==> config.mk <==
export PLATFORM = sky130hd
export DESIGN_NAME = swma_ctrl
export DESIGN_NICKNAME = d
export VERILOG_FILES = /design/src/hw/rtl/swma_pkg.sv /design/src/hw/rtl/swma_ctrl.sv
export SDC_FILE = /design/constraint.sdc
export NUM_CORES = 1
export LEC_CHECK = 0
export ABC_AREA = 1
export BUFFER_PORTS_ARGS = -buffer_cell sky130_fd_sc_hd__buf_4
export CORE_AREA = 4 4 41 43
export DETAILED_ROUTE_END_ITERATION = 16
export DIE_AREA = 0 0 45 47
export GPL_TIMING_DRIVEN = 0
export HOLD_SLACK_MARGIN = 0.02
export SETUP_SLACK_MARGIN = 0.1
export SLEW_MARGIN = 20
export SYNTH_ARGS = -nofsm -noshare
export SYNTH_HDL_FRONTEND = slang
export SYNTH_SLANG_ARGS = --single-unit
==> constraint.sdc <==
create_clock -name clock -period 1 [get_ports clock]
set_input_delay 0.1 -clock clock [delete_from_list [all_inputs] [get_ports clock]]
set_output_delay 0.1 -clock clock [all_outputs]
set_load 0.01 [all_outputs]
==> src/hw/rtl/swma_pkg.sv <==
// shared constants and controller/datapath types for the moving average core
package swma_pkg;

   // sizing
   localparam int MAX_WINDOW    = 1024;
   localparam int SAMPLE_BITS   = 18;
   localparam int FRACTION_BITS = 8;
   localparam int PTR_BITS      = $clog2(MAX_WINDOW);
   localparam int COUNT_BITS    = PTR_BITS + 1;
   localparam int CFG_BITS      = 11;
   localparam int AVG_BITS      = 26;

   // running sum and divider widths
   localparam int SUM_BITS      = SAMPLE_BITS + PTR_BITS + 1;
   localparam int MAG_BITS      = SUM_BITS - 1;
   localparam int DIVIDEND_BITS = MAG_BITS + FRACTION_BITS;
   localparam int DIV_STEPS     = DIVIDEND_BITS;
   localparam int STEP_BITS     = $clog2(DIV_STEPS + 1);

   // commands from the controller
   typedef struct packed {
      logic load;
      logic update;
      logic div_start;
      logic out_load;
   } ctrl_cmd_type;

   // status back to the controller
   typedef struct packed {
      logic div_done;
   } dp_status_type;

endpackage

==> src/hw/rtl/swma_ctrl.sv <==
// sequencing state machine and result valid flag
module swma_ctrl (
   input  logic                    clock,
   input  logic                    reset,
   input  logic                    req_valid,
   output logic                    req_ready,
   output logic                    rsp_valid,
   input  logic                    rsp_ready,
   input  swma_pkg::dp_status_type status,
   output swma_pkg::ctrl_cmd_type  cmd
);
   import swma_pkg::*;

   localparam logic [2:0] S_IDLE   = 3'd0;
   localparam logic [2:0] S_UPDATE = 3'd1;
   localparam logic [2:0] S_START  = 3'd2;
   localparam logic [2:0] S_DIV    = 3'd3;
   localparam logic [2:0] S_DONE   = 3'd4;

   logic [2:0] state_ff, state_in;
   logic       rsp_valid_ff, rsp_valid_in;
   logic       out_free;

   assign out_free = !rsp_valid_ff || rsp_ready;

   // next state and commands
   always_comb begin
      state_in = state_ff;
      cmd      = '0;
      case (state_ff)
         S_IDLE: begin
            if (req_valid) begin
               cmd.load = 1'b1;
               state_in = S_UPDATE;
            end
         end
         S_UPDATE: begin
            cmd.update = 1'b1;
            state_in   = S_START;
         end
         S_START: begin
            cmd.div_start = 1'b1;
            state_in      = S_DIV;
         end
         S_DIV: begin
            if (status.div_done) begin
               state_in = S_DONE;
            end
         end
         S_DONE: begin
            if (out_free) begin
               cmd.out_load = 1'b1;
               state_in     = S_IDLE;
            end
         end
         default: begin
            state_in = S_IDLE;
         end
      endcase
   end

   // result beat held until taken
   always_comb begin
      rsp_valid_in = rsp_valid_ff;
      if (cmd.out_load) begin
         rsp_valid_in = 1'b1;
      end else if (rsp_ready) begin
         rsp_valid_in = 1'b0;
      end
   end

   always_ff @(posedge clock) begin
      if (reset) begin
         state_ff     <= S_IDLE;
         rsp_valid_ff <= 1'b0;
      end else begin
         state_ff     <= state_in;
         rsp_valid_ff <= rsp_valid_in;
      end
   end

   assign req_ready = (state_ff == S_IDLE);
   assign rsp_valid = rsp_valid_ff;
endmodule

==> flow_summary.ini <==
[placement]
gp_congestion = 0.748
portBuffers = 10
dp_hpwl_microns = 445
post_dp_cell_area_sq_um = 334

[clock_network]
htreeDepth = 1
numCtsBuffers = 3
cts_hold_buf = 0
cts_tree = done
clkTransAtPathRegs_ps = 40
cts_buffer_depth = 2
clk_latency_ps = 230
cts_root_buf = clkbuf_4
clock-sinks = 4

[critical_path]
crit_path_max_incr_delay_ps = 360
worst_path_max_delay_cell = dfxtp_4
critical_path_peak_fanout = 4
critPathCaptureType = primary output
start_kind = flip-flop
cp.arrival_ps = 1060
cp_cell_sequence = nor2_4 -> nand2_2 -> nor2_2 -> buf_4 -> buf_6
required_ps = 900
criticalPathCategory = flip-flop to primary output

[synth]
async_flop_share_pct = 0
yosysMostFrequentCell = inv_1
ys_seq_elements = 4
synth_edf_count = 0
synth_cell_types = 11
seq_area_frac_synth_pct = 33.3
syn-cell-area_sq_um = 240
synth_area_leaders = dfxtp_1 (33%), inv_1 (14%), nand2_1 (9.4%), nor2_1 (9.4%), nand3_2 (8.3%)
synth_common_cells = inv_1 (9), nand2_1 (6), nor2_1 (6)
synth_top_area_share_pct = 33.3
netlist_instances = 37
yosysWarnings = 0
syn-num-nets = 42
synth_flop_cell = dfxtp_1
syn_area_per_cell_sq_um = 6.49
synth_top_cell_by_area = dfxtp_1

[final_layout]
syn_to_final_growth_pct = 86.5
fin_area_sq_um = 448
diodes = 0
num-nets-final = 61
layout-drive-gt1-share_pct = 66.7

[sta]
timing.fmax_mhz = 862
period_share_pct = 116
skew_ps = 1.65
period_minus_slack_ps = 1160
rsz0062_at_grt = yes
hold_viol_final = 0
slew_headroom_pct = 90.5
worst_slack_ps = -159
drv_slew = 0
setup_viol = 5
tns_ps = -474
worst_pin_slew_ps = 142

[drt]
wl_per_cell_microns = 8.33
antenna_left = 0
initialDrtViolationCount = 0
routed_wirelength_microns = 575
routed_via_density = 3.97
route.detailed.drc = 0
firstDrtPassIters = 1
dr_total_vias = 274

[global_route]
first_global_vias = 224
grt_pass1_wl_microns = 855
use_met3_pct = 2.30
globalRouteOverflowTotal = 0
antenna_found_initial = 0
use_met2_pct = 7.91
met1_usage_pct = 6.82
grt.total_usage_pct = 6.24
grt_busiest_layer = met4
grt_max_degree = 6

[pwr]
ir_drop_mv = 0.432
pwr-share-comb_pct = 36.7
power_density_nw_per_um2 = 1380
internal_power_w = 0.000432
p_leak_nw = 0.226
switchingPower_w = 0.000186
p_seq_share_pct = 32.1
p_clk_share_pct = 31.3
p_sw_share_pct = 30.0

[status]
violations = negative setup slack
status = complete, but fails checks

[floorplan]
core-area_sq_um = 1300
rows = 13
dieArea_sq_um = 2120
ios = 11
die_h_microns = 47
die_w_microns = 45
initial_core_util_pct = 18.5

[job]
drv_cap = 0

[min_path]
hold_path_class = input port to flip-flop
## per-stage QoR
step	hold slack [ps]	util [%]	setup WS [ps]	std cells	total power, W
6_report	40.9	34.4	-159	69	0.000618
3_5_place_dp	291	25.7	26.3	62	0.000343
5_1_grt	51.6	34.4	-241	69	0.000668
3_3_place_gp	294	25.7	41.2	62	0.000339
2_1_floorplan	169	-	130	37	0.000276
4_1_cts	35.6	31.0	-148	68	0.000588
## cell families after synthesis
family | after synthesis | share of synthesized area [%]
AND/OR/NAND/NOR | 20 | 42.2
buffers and inverters | 10 | 17.2
flip-flops | 4 | 33.3
AO/OA/AOI/OAI | 3 | 7.29
## critical path: cells and delay by family (launching register included)
kind          cells  cell delay (ps)
simple gates      3              280
buf+inv           2              190
flops             1              360
## power groups by stage
| stage | clock [W] | sequential [W] | combinational (W) |
|---|---|---|---|
| after global placement | 0 | 0.000188 | 0.000151 |
| after floorplan | 0 | 0.000186 | 0.0000897 |
| after CTS | 0.000207 | 0.000191 | 0.000190 |
| after detailed placement | 0 | 0.000189 | 0.000154 |
| final | 0.000193 | 0.000198 | 0.000227 |
| after global routing | 0.000219 | 0.000202 | 0.000247 |
## path summary, 6_finish.rpt
path         cells after the start  slack, ps        start           to
max                              5       -160  state_ff[0]       cmd[0]
min                              2         40        reset  state_ff[1]
max reg2reg                      5         10  state_ff[2]  state_ff[2]
min reg2reg                      2        520    rsp_valid    rsp_valid
## routing by layer
layer,part of all wire [%],routed length [microns]
met4,1.0,6
met1,43,250
met2,45,261
met5,0,0
met3,9.6,55
## layout by cell type (no fill, tap or decap)
master     n
inv_2      3
nand3_2    1
nor2_4     2
dfxtp_4    3
clkbuf_4   3
buf_4     11
buf_6      4
nor2_2     4
nand2_2    4
dfxtp_1    1
nand3b_1   1
nand3_4    1
nand2_1    2
nand3_1    2
nor2_1     3
a21oi_1    1
inv_1      6
a31oi_1    2
## final cells by class
cell class / instances / area [sq um]
Fill cell: 156 / 853
Multi-Input combinational cell: 23 / 154
Timing Repair Buffer: 14 / 120
Sequential cell: 4 / 91.3
Inverter: 9 / 33.8
Clock buffer: 3 / 22.5
Tap cell: 15 / 18.8
Buffer: 1 / 7.51
## timing repair
item / CTS / global route
cloned: 0 / 0
pin swaps: 2 / 5
buffers inserted: 3 / 1
setup endpoints to repair: 7 / 8
gates resized for setup: 10 / 13
## state kept, by name, indices dropped and copies added, names as in the netlist
| signal | cells |
|---|---|
| rsp_valid | 1 |
| state_ff | 3 |
(Power assumes the default switching activity.)
